[src/sv/joint_quaternion_midpoint_smoother_top_macros.svh]
// Assertion helpers shared by the smoother RTL.
// Both expect a clock named i_clk in the enclosing module.
`ifndef JOINT_QUATERNION_MIDPOINT_SMOOTHER_TOP_MACROS_SVH
`define JOINT_QUATERNION_MIDPOINT_SMOOTHER_TOP_MACROS_SVH

// Check on every clock edge, reset included.
`define JQMS_ASSERT_CLK(lbl, prop, msg) \
    lbl: assert property (@(posedge i_clk) prop) else $error(msg);

// Check outside reset (synchronous, active low i_rst_n).
`define JQMS_ASSERT_RST(lbl, prop, msg) \
    lbl: assert property (@(posedge i_clk) disable iff (!i_rst_n) prop) \
        else $error(msg);

`endif

[src/sv/jqms_pkg.sv]
`timescale 1ns / 1ps
`default_nettype none
package jqms_pkg;

    // Joint slots and sizing
    localparam int NUM_JOINTS = 25;
    localparam int SLOTS      = 32;
    localparam int IDX_W      = $clog2(SLOTS);
    localparam int FRAC_BITS  = 14;

    // Quaternion components
    localparam int Q_W    = 16;
    localparam int NCOMP  = 4;
    localparam int COMP_W = $clog2(NCOMP);

    // Sum, magnitude and square widths
    localparam int S_W   = Q_W + 1;
    localparam int MAG_W = S_W;
    localparam int SQ_W  = 2 * MAG_W;
    localparam int N_W   = SQ_W + COMP_W;

    // Square root of n * 2^28
    localparam int SQRT_SHIFT = 28;
    localparam int ROOT_W     = (N_W + SQRT_SHIFT + 1) / 2;
    localparam int V_W        = 2 * ROOT_W;

    // Division (|s| * 2^(FRAC_BITS+14) + m/2) / m, saturated to 15 bits
    localparam int DIV_SHIFT = FRAC_BITS + 14;
    localparam int NUM_W     = MAG_W + DIV_SHIFT;
    localparam int Q_BITS    = Q_W - 1;
    localparam int MAG_MAX   = (2 ** Q_BITS) - 1;
    localparam int HI_W      = NUM_W - Q_BITS;

    // Shared compare/subtract unit and step counter
    localparam int ALU_W = (HI_W > ROOT_W + 2) ? HI_W : ROOT_W + 2;
    localparam int CNT_W = $clog2(ROOT_W);

    typedef logic signed [Q_W-1:0] t_comp;
    // Element 0 is w, then x, y, z
    typedef t_comp [NCOMP-1:0] t_quat;

    typedef struct packed {
        logic             en;
        logic [IDX_W-1:0] addr;
        t_quat            raw;
        t_quat            filt;
        logic             untracked;
    } t_store_wr;

    typedef struct packed {
        logic  started;
        logic  untracked;
        t_quat raw;
        t_quat filt;
    } t_store_rd;

endpackage
`default_nettype wire

[src/sv/jqms_store.sv]
`timescale 1ns / 1ps
`default_nettype none
module jqms_store (
    input  logic                       i_clk,
    input  logic                       i_rst_n,
    input  logic                       i_rd_en,
    input  logic [jqms_pkg::IDX_W-1:0] i_rd_addr,
    output jqms_pkg::t_store_rd        o_rd,
    input  jqms_pkg::t_store_wr        i_wr
);
    import jqms_pkg::*;

    typedef struct packed {
        t_quat raw;
        t_quat filt;
    } t_entry;

    t_entry           r_mem [SLOTS];
    t_entry           r_rd_entry;
    logic [SLOTS-1:0] r_started;
    logic [SLOTS-1:0] r_untracked;
    logic             r_rd_started;
    logic             r_rd_untracked;

    // Quaternion memory: one write port, one registered read port
    always_ff @(posedge i_clk) begin
        if (i_wr.en) begin
            r_mem[i_wr.addr] <= '{raw: i_wr.raw, filt: i_wr.filt};
        end
        if (i_rd_en) begin
            r_rd_entry <= r_mem[i_rd_addr];
        end
    end

    // Per-joint flags; a joint not yet started has its entry read but not used
    always_ff @(posedge i_clk) begin
        if (!i_rst_n) begin
            r_started      <= '0;
            r_untracked    <= '1;
            r_rd_started   <= 1'b0;
            r_rd_untracked <= 1'b1;
        end else begin
            if (i_wr.en) begin
                r_started[i_wr.addr]   <= 1'b1;
                r_untracked[i_wr.addr] <= i_wr.untracked;
            end
            if (i_rd_en) begin
                r_rd_started   <= r_started[i_rd_addr];
                r_rd_untracked <= r_untracked[i_rd_addr];
            end
        end
    end

    assign o_rd = '{started: r_rd_started, untracked: r_rd_untracked,
                    raw: r_rd_entry.raw, filt: r_rd_entry.filt};

endmodule
`default_nettype wire

[config.mk]
export PLATFORM = sky130hd
export DESIGN_NAME = jqms_store
export DESIGN_NICKNAME = d
export VERILOG_FILES = /design/src/sv/joint_quaternion_midpoint_smoother_top_macros.svh /design/src/sv/jqms_pkg.sv /design/src/sv/jqms_store.sv
export SDC_FILE = /design/constraint.sdc
export NUM_CORES = 2
export LEC_CHECK = 0
export BUFFER_PORTS_ARGS = -buffer_cell sky130_fd_sc_hd__buf_2
export CAP_MARGIN = 5
export CELL_PAD_IN_SITES_DETAIL_PLACEMENT = 0
export CELL_PAD_IN_SITES_GLOBAL_PLACEMENT = 1
export CORE_MARGIN = 8
export CORE_UTILIZATION = 51
export DETAILED_ROUTE_END_ITERATION = 12
export PLACE_DENSITY = 0.82
export SKIP_CTS_REPAIR_TIMING = 1
export SYNTH_ARGS = -nofsm -noshare
export SYNTH_HDL_FRONTEND = slang
export SYNTH_SLANG_ARGS = --single-unit
[constraint.sdc]
create_clock -name i_clk -period 8.08 [get_ports i_clk]
set_input_delay 1.212 -clock i_clk [delete_from_list [all_inputs] [get_ports i_clk]]
set_output_delay 1.212 -clock i_clk [all_outputs]
set_load 0.05 [all_outputs]
==> results.json <==
{
  "syn_avg_cell_area_um2": 24.83,
  "dp_slack_ns": 3.525,
  "die_x_um": 579.0,
  "whs_ns": 0.4607,
  "numClockSinks": 4290,
  "ir_drop_mv": 0.2002,
  "critPathMaxFanout": 105,
  "fin_skew_ns": 0.06948,
  "synth_nets": 6653,
  "ctsHtreeMaxLevel": 5,
  "syn_to_final_growth_pct": 12.81,
  "regArea_mm2": 0.1282,
  "drv_cap": 0,
  "power_per_cell_area_mw_per_mm2": 255.6,
  "routed_wl_um": 407000,
  "num-nets-final": 7128,
  "antenna_found_initial": 79,
  "drive_above_1_share": 0.3197,
  "cp.required_ns": 8.72,
  "ant_nets": 0,
  "cts_max_path_buffers": 4,
  "rsz0062_at_grt": "no",
  "routedWlPerCell_um": 35.31,
  "gp_congestion": 0.7198,
  "core_area_mm2": 0.3152,
  "rr_worst_depth": 4,
  "end_kind": "register",
  "vias": 75320,
  "overflow": 0,
  "min_path_cells": 1,
  "period_share": 0.4428,
  "synthFlopType": "edfxtp_1",
  "r2r_end": "o_rd[125]",
  "whs_endpoint": "r_started[6]",
  "port_buffers": 272,
  "layout.cells.most_common_list": "edfxtp_1, mux4_2, clkbuf_16",
  "first_pass_iters": 5,
  "vias_per_cell": 6.536,
  "io_pins": 273,
  "grt_pass1_wl_um": 568600,
  "yosysWarnings": 0,
  "power_leakage_nw": 56.95,
  "period_needed_ns": 3.578,
  "min_path_type": "register to register",
  "ys_ff_latch": 4290,
  "outcome": "complete, no violations",
  "cts_inserted_buffers": 406,
  "synth_edf_count": 4224,
  "relSlewSlack": 0.2084,
  "die_h_um": 579.0,
  "hp-start": "r_started[6]",
  "worst_slack_ns": 4.502,
  "rows": 206,
  "grt_start_max_net_pins": 167,
  "cts_tree": "built",
  "fillers": 21230,
  "ys_types": 30,
  "drtIter0Drc": 11340,
  "syn_area_mm2": 0.1616,
  "worst_pin_slew_ns": 1.185,
  "netlist_instances": 6510,
  "ys_seq_area_frac": 0.7929,
  "power_mw": 46.60,
  "layout_commonest_cell": "edfxtp_1",
  "synthArstFlopShare": 0,
  "crit_arrival_ns": 4.22,
  "fin_util": 0.5784,
  "hold_viol": 0,
  "root_buffer": "clkbuf_16",
  "first_global_vias": 76230,
  "track_usage": 0.2390,
  "setup_viol": 0,
  "critPathKind": "primary input to register",
  "drv_slew": 0,
  "dp.final_hpwl_um": 179400,
  "reg2reg_from": "r_mem[13][125]",
  "start_util": 0.5127,
  "drc": 0,
  "ff2ff_setup_slack_ns": 5.94,
  "cp-start-kind": "primary input",
  "multi_input_area_mm2": 0.03165,
  "dieArea_mm2": 0.3352,
  "fmax_ghz": 0.2795,
  "clock_latency_ns": 0.96,
  "finalSetupTns_ns": 0,
  "clk_transition_reported_paths_ns": 0.07
}
-- how the worst max path moves through the flow --
| stage | depth (start not counted) | endpoint | startpoint | slack [ns] |
|---|---|---|---|---|
| 2_1_floorplan | 4 | r_mem[8][0] | i_wr[130] | 0.04 |
| 3_3_place_gp | 6 | o_rd[75] | i_rd_addr[0] | 3.60 |
| 3_5_place_dp | 6 | o_rd[81] | i_rd_addr[0] | 3.53 |
| 4_1_cts | 6 | o_rd[52] | i_rd_addr[0] | 4.54 |
| 5_1_grt | 6 | o_rd[78] | i_rd_addr[0] | 4.33 |
| 6_report | 6 | o_rd[66] | i_rd_addr[0] | 4.50 |
-- kinds of logic (layout without fill, tap and decap cells) --
kind of cell | count (synthesis) | after routing | share of synthesized area
AO/OA/AOI/OAI | 197 | 197 | 0.006750
buffers and inverters | 470 | 1288 | 0.01273
multiplexers | 1307 | 1307 | 0.1812
AND/OR/NAND/NOR | 246 | 246 | 0.006386
flip-flops | 4290 | 4290 | 0.7929
other | 0 | 36 | 0
-- critical path: stages --
cell and delay [ns]:
buf_12 0.62, buf_12 0.65, mux4_2 0.63, mux4_2 0.51
nand2_1 0.09, o21ai_1 0.08
-- report_power, final --
group | total, mW | switching, mW | internal [mW]
Combinational | 2.28 | 1.39 | 0.884
Clock | 19.4 | 8.33 | 11.1
Sequential | 24.9 | 0.133 | 24.8
Total | 46.6 | 9.86 | 36.7
-- area by class of cell --
| class | count | share of cell area |
|---|---|---|
| repair buffers | 409 | 0.01731 |
| multi-input cells | 1750 | 0.1736 |
| well taps | 4160 | 0.02855 |
| clock inverters | 261 | 0.01648 |
| flip-flops and latches | 4290 | 0.7029 |
| inverters | 128 | 0.002635 |
| clock buffers | 490 | 0.05807 |
| diodes | 36 | 0.0004941 |
-- cell usage after synthesis, types with 2 or more instances --
cell | instances | share of area
o21ai_0 | 30 | 0.00093
nor2_1 | 31 | 0.00072
nand3_1 | 32 | 0.00099
nand3b_1 | 8 | 0.00037
mux4_2 | 1295 | 0.18
inv_1 | 128 | 0.0030
mux2i_1 | 12 | 0.00074
o21ai_1 | 128 | 0.0040
o21a_1 | 32 | 0.0015
buf_4 | 36 | 0.0017
nor2b_1 | 5 | 0.00019
buf_2 | 79 | 0.0024
dfxtp_1 | 66 | 0.0082
nor3_1 | 2 | 0.000062
buf_1 | 24 | 0.00056
or3b_2 | 3 | 0.00016
buf_6 | 8 | 0.00056
edfxtp_1 | 4224 | 0.78
clkbuf_1 | 195 | 0.0045
nand2_1 | 162 | 0.0038
-- metal layers --
layer  GRT usage  vias to the layer above  part of all wire
met5           0                        -           0.00043
met4     0.07284                       26             0.030
met3     0.06412                      781              0.11
met2      0.3880                     5031              0.49
met1      0.3211                    40520              0.37
li1            -                    28960                 -
-- through the flow --
stage / cells / instance area, um^2
detailed placement: 10740 / 168600
global route: 11500 / 182300
finish: 11520 / 182300
global placement: 10740 / 168600
CTS: 11490 / 182200
floorplan: 6510 / 161600
-- registers in the layout, indices dropped and copies added (netlist names) --
signal	flops
r_untracked	32
r_mem	4096
o_rd	128
r_started	32
r_rd_started	1
r_rd_untracked	1
(Power assumes the default switching activity.)
