$ cat src/sv/joint_quaternion_midpoint_smoother_top_macros.svh
// Assertion helpers shared by the smoother RTL.
// Both expect a clock named i_clk in the enclosing module.
`ifndef JOINT_QUATERNION_MIDPOINT_SMOOTHER_TOP_MACROS_SVH
`define JOINT_QUATERNION_MIDPOINT_SMOOTHER_TOP_MACROS_SVH

// Check on every clock edge, reset included.
`define JQMS_ASSERT_CLK(lbl, prop, msg) \
    lbl: assert property (@(posedge i_clk) prop) else $error(msg);

// Check outside reset (synchronous, active low i_rst_n).
`define JQMS_ASSERT_RST(lbl, prop, msg) \
    lbl: assert property (@(posedge i_clk) disable iff (!i_rst_n) prop) \
        else $error(msg);

`endif

$ cat src/sv/jqms_pkg.sv
`timescale 1ns / 1ps
`default_nettype none
package jqms_pkg;

    // Joint slots and sizing
    localparam int NUM_JOINTS = 25;
    localparam int SLOTS      = 32;
    localparam int IDX_W      = $clog2(SLOTS);
    localparam int FRAC_BITS  = 14;

    // Quaternion components
    localparam int Q_W    = 16;
    localparam int NCOMP  = 4;
    localparam int COMP_W = $clog2(NCOMP);

    // Sum, magnitude and square widths
    localparam int S_W   = Q_W + 1;
    localparam int MAG_W = S_W;
    localparam int SQ_W  = 2 * MAG_W;
    localparam int N_W   = SQ_W + COMP_W;

    // Square root of n * 2^28
    localparam int SQRT_SHIFT = 28;
    localparam int ROOT_W     = (N_W + SQRT_SHIFT + 1) / 2;
    localparam int V_W        = 2 * ROOT_W;

    // Division (|s| * 2^(FRAC_BITS+14) + m/2) / m, saturated to 15 bits
    localparam int DIV_SHIFT = FRAC_BITS + 14;
    localparam int NUM_W     = MAG_W + DIV_SHIFT;
    localparam int Q_BITS    = Q_W - 1;
    localparam int MAG_MAX   = (2 ** Q_BITS) - 1;
    localparam int HI_W      = NUM_W - Q_BITS;

    // Shared compare/subtract unit and step counter
    localparam int ALU_W = (HI_W > ROOT_W + 2) ? HI_W : ROOT_W + 2;
    localparam int CNT_W = $clog2(ROOT_W);

    typedef logic signed [Q_W-1:0] t_comp;
    // Element 0 is w, then x, y, z
    typedef t_comp [NCOMP-1:0] t_quat;

    typedef struct packed {
        logic             en;
        logic [IDX_W-1:0] addr;
        t_quat            raw;
        t_quat            filt;
        logic             untracked;
    } t_store_wr;

    typedef struct packed {
        logic  started;
        logic  untracked;
        t_quat raw;
        t_quat filt;
    } t_store_rd;

endpackage
`default_nettype wire

$ cat src/sv/jqms_if.sv
`timescale 1ns / 1ps
`default_nettype none
interface jqms_in_if;
    import jqms_pkg::*;

    logic                    valid;
    logic                    ready;
    logic [IDX_W-1:0]        joint_index;
    logic signed [Q_W-1:0]   raw_w;
    logic signed [Q_W-1:0]   raw_x;
    logic signed [Q_W-1:0]   raw_y;
    logic signed [Q_W-1:0]   raw_z;
    logic                    is_tracked;

    modport source (output valid, joint_index, raw_w, raw_x, raw_y, raw_z, is_tracked,
                    input ready);
    modport sink   (input valid, joint_index, raw_w, raw_x, raw_y, raw_z, is_tracked,
                    output ready);
endinterface

interface jqms_out_if;
    import jqms_pkg::*;

    logic                    valid;
    logic                    ready;
    logic [IDX_W-1:0]        out_joint;
    logic signed [Q_W-1:0]   filt_w;
    logic signed [Q_W-1:0]   filt_x;
    logic signed [Q_W-1:0]   filt_y;
    logic signed [Q_W-1:0]   filt_z;

    modport source (output valid, out_joint, filt_w, filt_x, filt_y, filt_z, input ready);
    modport sink   (input valid, out_joint, filt_w, filt_x, filt_y, filt_z, output ready);
endinterface
`default_nettype wire

$ cat src/sv/jqms_csu.sv
`timescale 1ns / 1ps
`default_nettype none
module jqms_csu (
    input  logic [jqms_pkg::ALU_W-1:0] i_a,
    input  logic [jqms_pkg::ALU_W-1:0] i_b,
    output logic                       o_ge,
    output logic [jqms_pkg::ALU_W-1:0] o_diff
);
    import jqms_pkg::*;

    logic [ALU_W:0] diff_ext;

    // Subtract with borrow out; no borrow means a >= b
    assign diff_ext = {1'b0, i_a} - {1'b0, i_b};
    assign o_ge     = ~diff_ext[ALU_W];
    assign o_diff   = diff_ext[ALU_W-1:0];

endmodule
`default_nettype wire

$ cat src/sv/jqms_core.sv
`timescale 1ns / 1ps
`default_nettype none
`include "joint_quaternion_midpoint_smoother_top_macros.svh"
module jqms_core (
    input  logic                       i_clk,
    input  logic                       i_rst_n,
    jqms_in_if.sink                    i_in,
    jqms_out_if.source                 o_out,
    output logic                       o_rd_en,
    output logic [jqms_pkg::IDX_W-1:0] o_rd_addr,
    input  jqms_pkg::t_store_rd        i_store_rd,
    output jqms_pkg::t_store_wr        o_store_wr
);
    import jqms_pkg::*;

    typedef enum logic [3:0] {
        S_IDLE,
        S_LOAD,
        S_SQUARE,
        S_CHECK,
        S_SQRT,
        S_DLOAD,
        S_DOVF,
        S_DSTEP,
        S_DONE
    } t_state;

    t_state             r_state, n_state;
    logic [IDX_W-1:0]   r_joint, n_joint;
    t_quat              r_raw, n_raw;
    logic               r_tracked, n_tracked;
    logic [MAG_W-1:0]   r_mag [NCOMP];
    logic [MAG_W-1:0]   n_mag [NCOMP];
    logic [NCOMP-1:0]   r_neg, n_neg;
    logic [COMP_W-1:0]  r_comp, n_comp;
    logic [N_W-1:0]     r_n, n_n;
    logic [CNT_W-1:0]   r_cnt, n_cnt;
    logic [V_W-1:0]     r_v, n_v;
    logic [ROOT_W-1:0]  r_root, n_root;
    logic [ALU_W-1:0]   r_rem, n_rem;
    logic [NUM_W-1:0]   r_num, n_num;
    logic [Q_BITS-1:0]  r_lo, n_lo;
    logic [Q_BITS-1:0]  r_q, n_q;
    t_quat              r_res, n_res;
    logic               r_out_valid, n_out_valid;
    logic [IDX_W-1:0]   r_out_joint, n_out_joint;
    t_quat              r_out_q, n_out_q;

    logic               in_acc;
    logic               in_range;
    logic               out_free;
    t_quat              ref_q;
    logic signed [S_W-1:0] s_c [NCOMP];
    logic [SQ_W-1:0]    sq;
    logic [ALU_W-1:0]   alu_a;
    logic [ALU_W-1:0]   alu_b;
    logic [ALU_W-1:0]   alu_diff;
    logic               alu_ge;

    function automatic t_comp apply_sign(input logic neg, input logic [Q_BITS-1:0] q);
        logic [Q_W-1:0] mag;
        mag = {1'b0, q};
        return neg ? t_comp'(-mag) : t_comp'(mag);
    endfunction

    // Handshake and store read at acceptance
    assign in_acc      = i_in.valid && i_in.ready;
    assign in_range    = {1'b0, i_in.joint_index} < (IDX_W + 1)'(NUM_JOINTS);
    assign i_in.ready  = (r_state == S_IDLE);
    assign out_free    = !r_out_valid || o_out.ready;
    assign o_rd_en     = in_acc;
    assign o_rd_addr   = i_in.joint_index;

    // Reference is the last filtered value after an untracked item
    assign ref_q = i_store_rd.untracked ? i_store_rd.filt : i_store_rd.raw;

    always_comb begin
        for (int i = 0; i < NCOMP; i++) begin
            s_c[i] = S_W'(r_raw[i]) + S_W'(ref_q[i]);
        end
    end

    // Shared square unit for the length accumulation
    assign sq = r_mag[r_comp] * r_mag[r_comp];

    // Operand select for the shared compare/subtract unit
    always_comb begin
        unique case (r_state)
            S_SQRT: begin
                alu_a = ALU_W'({r_rem[ROOT_W-1:0], r_v[V_W-1 -: 2]});
                alu_b = ALU_W'({r_root, 2'b01});
            end
            S_DOVF: begin
                alu_a = ALU_W'(r_num[NUM_W-1:Q_BITS]);
                alu_b = ALU_W'(r_root);
            end
            default: begin
                alu_a = ALU_W'({r_rem[ROOT_W-1:0], r_lo[Q_BITS-1]});
                alu_b = ALU_W'(r_root);
            end
        endcase
    end

    jqms_csu u_csu (
        .i_a    (alu_a),
        .i_b    (alu_b),
        .o_ge   (alu_ge),
        .o_diff (alu_diff)
    );

    // Sequencer next state
    always_comb begin
        n_state     = r_state;
        n_joint     = r_joint;
        n_raw       = r_raw;
        n_tracked   = r_tracked;
        n_mag       = r_mag;
        n_neg       = r_neg;
        n_comp      = r_comp;
        n_n         = r_n;
        n_cnt       = r_cnt;
        n_v         = r_v;
        n_root      = r_root;
        n_rem       = r_rem;
        n_num       = r_num;
        n_lo        = r_lo;
        n_q         = r_q;
        n_res       = r_res;
        n_out_valid = r_out_valid;
        n_out_joint = r_out_joint;
        n_out_q     = r_out_q;

        // Drop the output item once taken
        if (r_out_valid && o_out.ready) begin
            n_out_valid = 1'b0;
        end

        unique case (r_state)
            S_IDLE: begin
                if (in_acc) begin
                    n_joint   = i_in.joint_index;
                    n_raw     = {i_in.raw_z, i_in.raw_y, i_in.raw_x, i_in.raw_w};
                    n_tracked = i_in.is_tracked;
                    if (in_range) begin
                        n_state = S_LOAD;
                    end
                end
            end
            S_LOAD: begin
                if (!i_store_rd.started) begin
                    n_res   = r_raw;
                    n_state = S_DONE;
                end else begin
                    for (int i = 0; i < NCOMP; i++) begin
                        n_neg[i] = s_c[i][S_W-1];
                        n_mag[i] = s_c[i][S_W-1] ? MAG_W'(-s_c[i]) : MAG_W'(s_c[i]);
                    end
                    n_comp  = '0;
                    n_n     = '0;
                    n_state = S_SQUARE;
                end
            end
            S_SQUARE: begin
                n_n    = r_n + N_W'(sq);
                n_comp = r_comp + 1'b1;
                if (r_comp == COMP_W'(NCOMP - 1)) begin
                    n_state = S_CHECK;
                end
            end
            S_CHECK: begin
                if (r_n == '0) begin
                    n_res   = r_raw;
                    n_state = S_DONE;
                end else begin
                    n_v     = V_W'({r_n, {SQRT_SHIFT{1'b0}}});
                    n_rem   = '0;
                    n_root  = '0;
                    n_cnt   = CNT_W'(ROOT_W - 1);
                    n_state = S_SQRT;
                end
            end
            S_SQRT: begin
                // One root bit a step, two radicand bits in
                n_v = r_v << 2;
                if (alu_ge) begin
                    n_rem  = alu_diff;
                    n_root = {r_root[ROOT_W-2:0], 1'b1};
                end else begin
                    n_rem  = alu_a;
                    n_root = {r_root[ROOT_W-2:0], 1'b0};
                end
                n_cnt = r_cnt - 1'b1;
                if (r_cnt == '0) begin
                    n_comp  = '0;
                    n_state = S_DLOAD;
                end
            end
            S_DLOAD: begin
                n_num   = NUM_W'({r_mag[r_comp], {DIV_SHIFT{1'b0}}})
                        + NUM_W'(r_root[ROOT_W-1:1]);
                n_state = S_DOVF;
            end
            S_DOVF: begin
                // Quotient would not fit: saturate and skip the steps
                if (alu_ge) begin
                    n_res[r_comp] = apply_sign(r_neg[r_comp], Q_BITS'(MAG_MAX));
                    n_comp        = r_comp + 1'b1;
                    n_state       = (r_comp == COMP_W'(NCOMP - 1)) ? S_DONE : S_DLOAD;
                end else begin
                    n_rem   = alu_a;
                    n_lo    = r_num[Q_BITS-1:0];
                    n_q     = '0;
                    n_cnt   = CNT_W'(Q_BITS - 1);
                    n_state = S_DSTEP;
                end
            end
            S_DSTEP: begin
                // Restoring division, one quotient bit a step
                n_lo  = r_lo << 1;
                n_rem = alu_ge ? alu_diff : alu_a;
                n_q   = {r_q[Q_BITS-2:0], alu_ge};
                n_cnt = r_cnt - 1'b1;
                if (r_cnt == '0) begin
                    n_res[r_comp] = apply_sign(r_neg[r_comp], n_q);
                    n_comp        = r_comp + 1'b1;
                    n_state       = (r_comp == COMP_W'(NCOMP - 1)) ? S_DONE : S_DLOAD;
                end
            end
            S_DONE: begin
                if (out_free) begin
                    n_out_valid = 1'b1;
                    n_out_joint = r_joint;
                    n_out_q     = r_res;
                    n_state     = S_IDLE;
                end
            end
            default: begin
                n_state = S_IDLE;
            end
        endcase
    end

    // State, working registers and output register
    always_ff @(posedge i_clk) begin
        r_joint     <= n_joint;
        r_raw       <= n_raw;
        r_tracked   <= n_tracked;
        r_mag       <= n_mag;
        r_neg       <= n_neg;
        r_comp      <= n_comp;
        r_n         <= n_n;
        r_cnt       <= n_cnt;
        r_v         <= n_v;
        r_root      <= n_root;
        r_rem       <= n_rem;
        r_num       <= n_num;
        r_lo        <= n_lo;
        r_q         <= n_q;
        r_res       <= n_res;
        r_out_joint <= n_out_joint;
        r_out_q     <= n_out_q;
        if (!i_rst_n) begin
            r_state     <= S_IDLE;
            r_out_valid <= 1'b0;
        end else begin
            r_state     <= n_state;
            r_out_valid <= n_out_valid;
        end
    end

    // Commit the joint's history as the result enters the output register
    always_comb begin
        o_store_wr.en        = (r_state == S_DONE) && out_free;
        o_store_wr.addr      = r_joint;
        o_store_wr.raw       = r_raw;
        o_store_wr.filt      = r_res;
        o_store_wr.untracked = !r_tracked;
    end

    assign o_out.valid     = r_out_valid;
    assign o_out.out_joint = r_out_joint;
    assign o_out.filt_w    = r_out_q[0];
    assign o_out.filt_x    = r_out_q[1];
    assign o_out.filt_y    = r_out_q[2];
    assign o_out.filt_z    = r_out_q[3];

    `JQMS_ASSERT_CLK(a_rst_idle, !i_rst_n |=> (r_state == S_IDLE && !r_out_valid), "reset left work pending")
    `JQMS_ASSERT_RST(a_drop, (in_acc && !in_range) |=> (r_state == S_IDLE), "out of range item not dropped")
    `JQMS_ASSERT_RST(a_wr_out, o_store_wr.en |=> r_out_valid, "history written without a result")
    `JQMS_ASSERT_RST(a_sqrt_nz, (r_state == S_SQRT) |-> (r_n != '0), "square root of zero length")
    `JQMS_ASSERT_RST(a_div_rem, (r_state == S_DSTEP) |-> (r_rem < ALU_W'(r_root)), "remainder not below divisor")

endmodule
`default_nettype wire

$ cat src/flat_wrapper.sv
// flat-port wrapper written by rule: the top's interface ports become plain ports
module jqms_core_flat import jqms_pkg::*;
  (i_clk, i_rst_n, o_rd_en, o_rd_addr, i_store_rd, o_store_wr, i_in_valid, i_in_joint_index, i_in_raw_w, i_in_raw_x, i_in_raw_y, i_in_raw_z, i_in_is_tracked, i_in_ready, o_out_valid, o_out_out_joint, o_out_filt_w, o_out_filt_x, o_out_filt_y, o_out_filt_z, o_out_ready);
  jqms_in_if i_in_i ();
  jqms_out_if o_out_i ();
  input  logic i_clk;
  input  logic i_rst_n;
  output logic o_rd_en;
  output logic [jqms_pkg::IDX_W-1:0] o_rd_addr;
  input  jqms_pkg::t_store_rd i_store_rd;
  output jqms_pkg::t_store_wr o_store_wr;
  input wire logic [$bits(i_in_i.valid)-1:0] i_in_valid;
  input wire logic [$bits(i_in_i.joint_index)-1:0] i_in_joint_index;
  input wire logic [$bits(i_in_i.raw_w)-1:0] i_in_raw_w;
  input wire logic [$bits(i_in_i.raw_x)-1:0] i_in_raw_x;
  input wire logic [$bits(i_in_i.raw_y)-1:0] i_in_raw_y;
  input wire logic [$bits(i_in_i.raw_z)-1:0] i_in_raw_z;
  input wire logic [$bits(i_in_i.is_tracked)-1:0] i_in_is_tracked;
  output wire logic [$bits(i_in_i.ready)-1:0] i_in_ready;
  output wire logic [$bits(o_out_i.valid)-1:0] o_out_valid;
  output wire logic [$bits(o_out_i.out_joint)-1:0] o_out_out_joint;
  output wire logic [$bits(o_out_i.filt_w)-1:0] o_out_filt_w;
  output wire logic [$bits(o_out_i.filt_x)-1:0] o_out_filt_x;
  output wire logic [$bits(o_out_i.filt_y)-1:0] o_out_filt_y;
  output wire logic [$bits(o_out_i.filt_z)-1:0] o_out_filt_z;
  input wire logic [$bits(o_out_i.ready)-1:0] o_out_ready;
  assign i_in_i.valid = i_in_valid;
  assign i_in_i.joint_index = i_in_joint_index;
  assign i_in_i.raw_w = i_in_raw_w;
  assign i_in_i.raw_x = i_in_raw_x;
  assign i_in_i.raw_y = i_in_raw_y;
  assign i_in_i.raw_z = i_in_raw_z;
  assign i_in_i.is_tracked = i_in_is_tracked;
  assign i_in_ready = i_in_i.ready;
  assign o_out_valid = o_out_i.valid;
  assign o_out_out_joint = o_out_i.out_joint;
  assign o_out_filt_w = o_out_i.filt_w;
  assign o_out_filt_x = o_out_i.filt_x;
  assign o_out_filt_y = o_out_i.filt_y;
  assign o_out_filt_z = o_out_i.filt_z;
  assign o_out_i.ready = o_out_ready;
  jqms_core u_core (.i_clk(i_clk), .i_rst_n(i_rst_n), .i_in(i_in_i), .o_out(o_out_i), .o_rd_en(o_rd_en), .o_rd_addr(o_rd_addr), .i_store_rd(i_store_rd), .o_store_wr(o_store_wr));
endmodule
$ cat config.mk
export PLATFORM = sky130hd
export DESIGN_NAME = jqms_core_flat
export DESIGN_NICKNAME = d
export VERILOG_FILES = /design/src/sv/jqms_pkg.sv /design/src/sv/jqms_if.sv /design/src/sv/jqms_csu.sv /design/src/sv/jqms_core.sv /design/src/flat_wrapper.sv
export VERILOG_INCLUDE_DIRS = /design/src /design/src/sv
export SDC_FILE = /design/constraint.sdc
export NUM_CORES = 2
export LEC_CHECK = 0
export ABC_AREA = 1
export BUFFER_PORTS_ARGS = -buffer_cell sky130_fd_sc_hd__buf_2
export CAP_MARGIN = 20
export CELL_PAD_IN_SITES_DETAIL_PLACEMENT = 2
export CELL_PAD_IN_SITES_GLOBAL_PLACEMENT = 2
export CORE_MARGIN = 2
export CORE_UTILIZATION = 38
export CTS_BUF_LIST = sky130_fd_sc_hd__clkbuf_8
export DETAILED_ROUTE_END_ITERATION = 6
export PLACE_DENSITY = 0.8
export RECOVER_POWER = 50
export SYNTH_ARGS = -nofsm -noshare
export SYNTH_HDL_FRONTEND = slang
export SYNTH_SLANG_ARGS = --single-unit
$ cat constraint.sdc
create_clock -name i_clk -period 11.25 [get_ports i_clk]
set_input_delay 2.25 -clock i_clk [delete_from_list [all_inputs] [get_ports i_clk]]
set_output_delay 2.25 -clock i_clk [all_outputs]
set_load 0.005 [all_outputs]
==> key figures <==
Logic synthesis
  – Number of enable flip-flop cells after synthesis: 492
  – Synthesized net count: 5,097
  – Instance count of the mapped netlist: 4,440
  – FFs w/ async S/R, synth: 0%
  – Post-synthesis register bit count: 497
  – Count of warnings emitted by yosys: 0
  – Area of the mapped netlist: 38,300 sq um
  – Post-synthesis mux area share: 1.88%
  – Proportion of synthesized chip area in sequential cells: 38.8%
  – Most frequently used flop master after synthesis: sky130_fd_sc_hd__edfxtp_1
  – Xor/xnor cell area share of the yosys netlist: 2.26%
  – Post-Synth Adder-Cell Area: 19.3%
  – Synthesized-area fraction occupied by and/or/nand/nor cells: 20.2%
  – Synth area leaders: sky130_fd_sc_hd__edfxtp_1, sky130_fd_sc_hd__fa_1, sky130_fd_sc_hd__nand2_1, sky130_fd_sc_hd__ha_1, sky130_fd_sc_hd__inv_1
  – Largest family of logic cells by synthesized area: simple AND/OR/NAND/NOR gates
  – Distinct cell type count after synthesis: 57
  – Synth top area share: 38.6%
  – Largest area contributor in the synthesized netlist: sky130_fd_sc_hd__edfxtp_1
  – Complex-gate fraction of the synthesized area: 8.70%
  – Mean area per synthesized cell: 8.63 sq um

Floorplan
  – Vertical extent of the die: 322 um
  – Core region area: 100,000 sq um
  – Die W: 322 um
  – Starting utilization of the core area: 38.3%
  – # IOs: 416
  – Floorplan die area: 103,000 sq um
  – Number of core rows: 116

Placed design
  – Total of buffers placed on input and output ports: 415
  – Placed standard-cell area: 41,800 sq um
  – Routability-driven placement congestion ratio: 0.875
  – Hpwl dp: 124,000 um

Clock tree
  – Number of hold buffers added after CTS: 0
  – Clock tree from TritonCTS: built
  – # clock sinks: 497
  – Clk root buf: sky130_fd_sc_hd__clkbuf_8
  – Buffer levels on the longest clock path: 3
  – H-tree level count: 3
  – Number of buffers inserted to repair setup after CTS: 0
  – Post-cts repair resize count: 0
  – Register clock-pin slew on the reported worst setup and hold paths: 0.06 ns
  – Clock latency on the worst-skew pair: 0.78 ns
  – Number of clock buffers inserted by TritonCTS: 95

STA
  – Final-report max-slew violation count: 537
  – Unrepaired setup endpoints after global routing: no
  – Post-route minimum period: 9.39 ns
  – Fraction of the cycle the final worst path needs: 83.5%
  – Finish-stage setup viols: 0
  – Count of final hold-check violations: 0
  – Final setup skew: 0.0488 ns
  – Achievable frequency: 107 MHz
  – Actual slew at the worst max-slew pin: 4.57 ns
  – Relative slew margins: -205%
  – Final total negative setup slack: 0 ns

Cells and area
  – Cell area after layout: 43,500 sq um
  – Number of filler cells placed in the layout: 11,261
  – Most frequent cells in the layout: sky130_fd_sc_hd__nand2_1, sky130_fd_sc_hd__inv_1, sky130_fd_sc_hd__edfxtp_1
  – Relative area change from synthesis to final layout: 13.5%
  – Fraction of final layout cells with drive strength greater than 1: 13.6%
  – Commonest non-fill, non-tap cell in the layout: sky130_fd_sc_hd__nand2_1
  – Layout Nets: 5,530
  – Final core utilization: 43.5%

Worst setup path
  – Crit path largest cell delay: 1.40 ns
  – Setup Crit Path Kind: reg2reg
  – Critical path data required time: 11.76 ns
  – Data arrival time of the worst path: 9.90 ns
  – Most common cell type on the critical path: sky130_fd_sc_hd__nand2_1
  – Largest driver fanout on the critical path: 23
  – CP max stage cell: sky130_fd_sc_hd__a32oi_1
  – Element type at the critical path start: flip-flop
  – Type of destination of the critical path: flip-flop

Global routing
  – Initial antenna violation count: 13
  – Aggregate global routing overflow: 0
  – First-pass GRT wire length: 239,000 um
  – Overall track demand over capacity in global routing: 30.6%
  – Vias in the first global route: 38,234
  – Maximum number of pins on one net before global-route repair: 92

Routing
  – Count of unresolved DRC violations after routing: 0
  – Length of the first detailed-routing pass in iterations: 7
  – Total routed wirelength: 158,000 um
  – Mean routed wirelength per cell: 25.3 um
  – Remaining antenna violation count after routing: 0
  – First-iteration detailed-routing DRC count: 2,171
  – Vias post-DR: 34,136
  – Vias per std cell: 5.46

Outcome
  – Violated checks: max-capacitance violations, max-slew violations
  – Result of the run: finished with violations

Job
  – Max cap viols: 11

Worst hold path
  – Class of the tightest hold or removal check: reg2reg
==> final cells by class <==
class	count	area (sq um)	area share [%]
diodes	4	10.0	0.0230
clock inverters	78	499	1.15
flip-flops and latches	497	14900	34.2
clock buffers	96	1320	3.04
well taps	1298	1620	3.73
repair buffers	446	2260	5.21
multi-input cells	3083	20100	46.2
inverters	750	2820	6.49
==> metal layers <==
| layer | track usage (%) | routed length, um | up-vias |
|---|---|---|---|
| li1 | - | - | 15359 |
| met1 | 37.8 | 65000 | 17405 |
| met2 | 53.1 | 77600 | 1040 |
| met3 | 4.85 | 8730 | 324 |
| met4 | 12.4 | 6920 | 8 |
| met5 | 0 | 53 | - |
==> registers in the layout (all words and copies together) (netlist names), 16 cells and up <==
signal / flops
u_core.r_root: 32
u_core.o_out.filt_y: 16
u_core.o_out.filt_z: 16
u_core.r_rem: 32
u_core.o_out.filt_x: 16
u_core.r_v: 36
u_core.r_mag: 68
u_core.r_num: 45
u_core.o_out.filt_w: 16
u_core.o_store_wr: 128
u_core.r_n: 36
==> worst max-delay path: cells and delay by family, from the launching register on <==
kind	cells	cell delay, ns
AO/OA/AOI/OAI	4	1.98
adder cells (fa/ha/maj)	7	3.34
buffers and inverters	8	1.78
flip-flops	1	0.78
AND/OR/NAND/NOR	9	1.21
==> metrics by stage <==
stage | hold slack [ns] | instances | worst slack (ns)
after floorplan | 0.426 | 4440 | 1.59
after global placement | 0.427 | 6073 | 3.69
after detailed placement | 0.445 | 6074 | 3.45
after CTS | 0.463 | 6248 | 3.41
after global routing | 0.468 | 6251 | 1.45
final | 0.457 | 6252 | 1.86
==> cell families after synthesis <==
group / after synthesis
xor gates and xnor gates: 99
AOI/OAI and AO/OA: 587
and+or+nand+nor: 1880
muxes: 64
buffers and inverters: 860
DFF: 497
adders and majority gates: 453
==> cells in the mapped netlist, drive strengths merged, types with 15 or more instances <==
master / instances
a21oi: 228
a22oi: 15
buf: 55
clkbuf: 55
edfxtp: 492
fa: 231
ha: 222
inv: 748
mux2: 64
nand2: 1066
nand3: 214
nand3b: 20
nand4: 57
nor2: 467
nor3: 28
o211ai: 21
o21ai: 237
xnor2: 32
xor2: 67
==> path summary, 6_finish.rpt <==
| check | startpoint | to | slack (ns) | cells past startpoint |
|---|---|---|---|---|
| max | u_core.r_comp[1] | u_core.r_n[29] | 1.86 | 28 |
| min | u_core.r_joint[4] | u_core.o_out.out_joint[4] | 0.46 | 0 |
| max reg2reg | u_core.r_comp[1] | u_core.r_n[29] | 1.86 | 28 |
| min reg2reg | u_core.r_joint[4] | u_core.o_out.out_joint[4] | 0.46 | 0 |
Power is not shown: default switching activity piles up to over one toggle a cycle in this logic, so the estimate is an artifact.
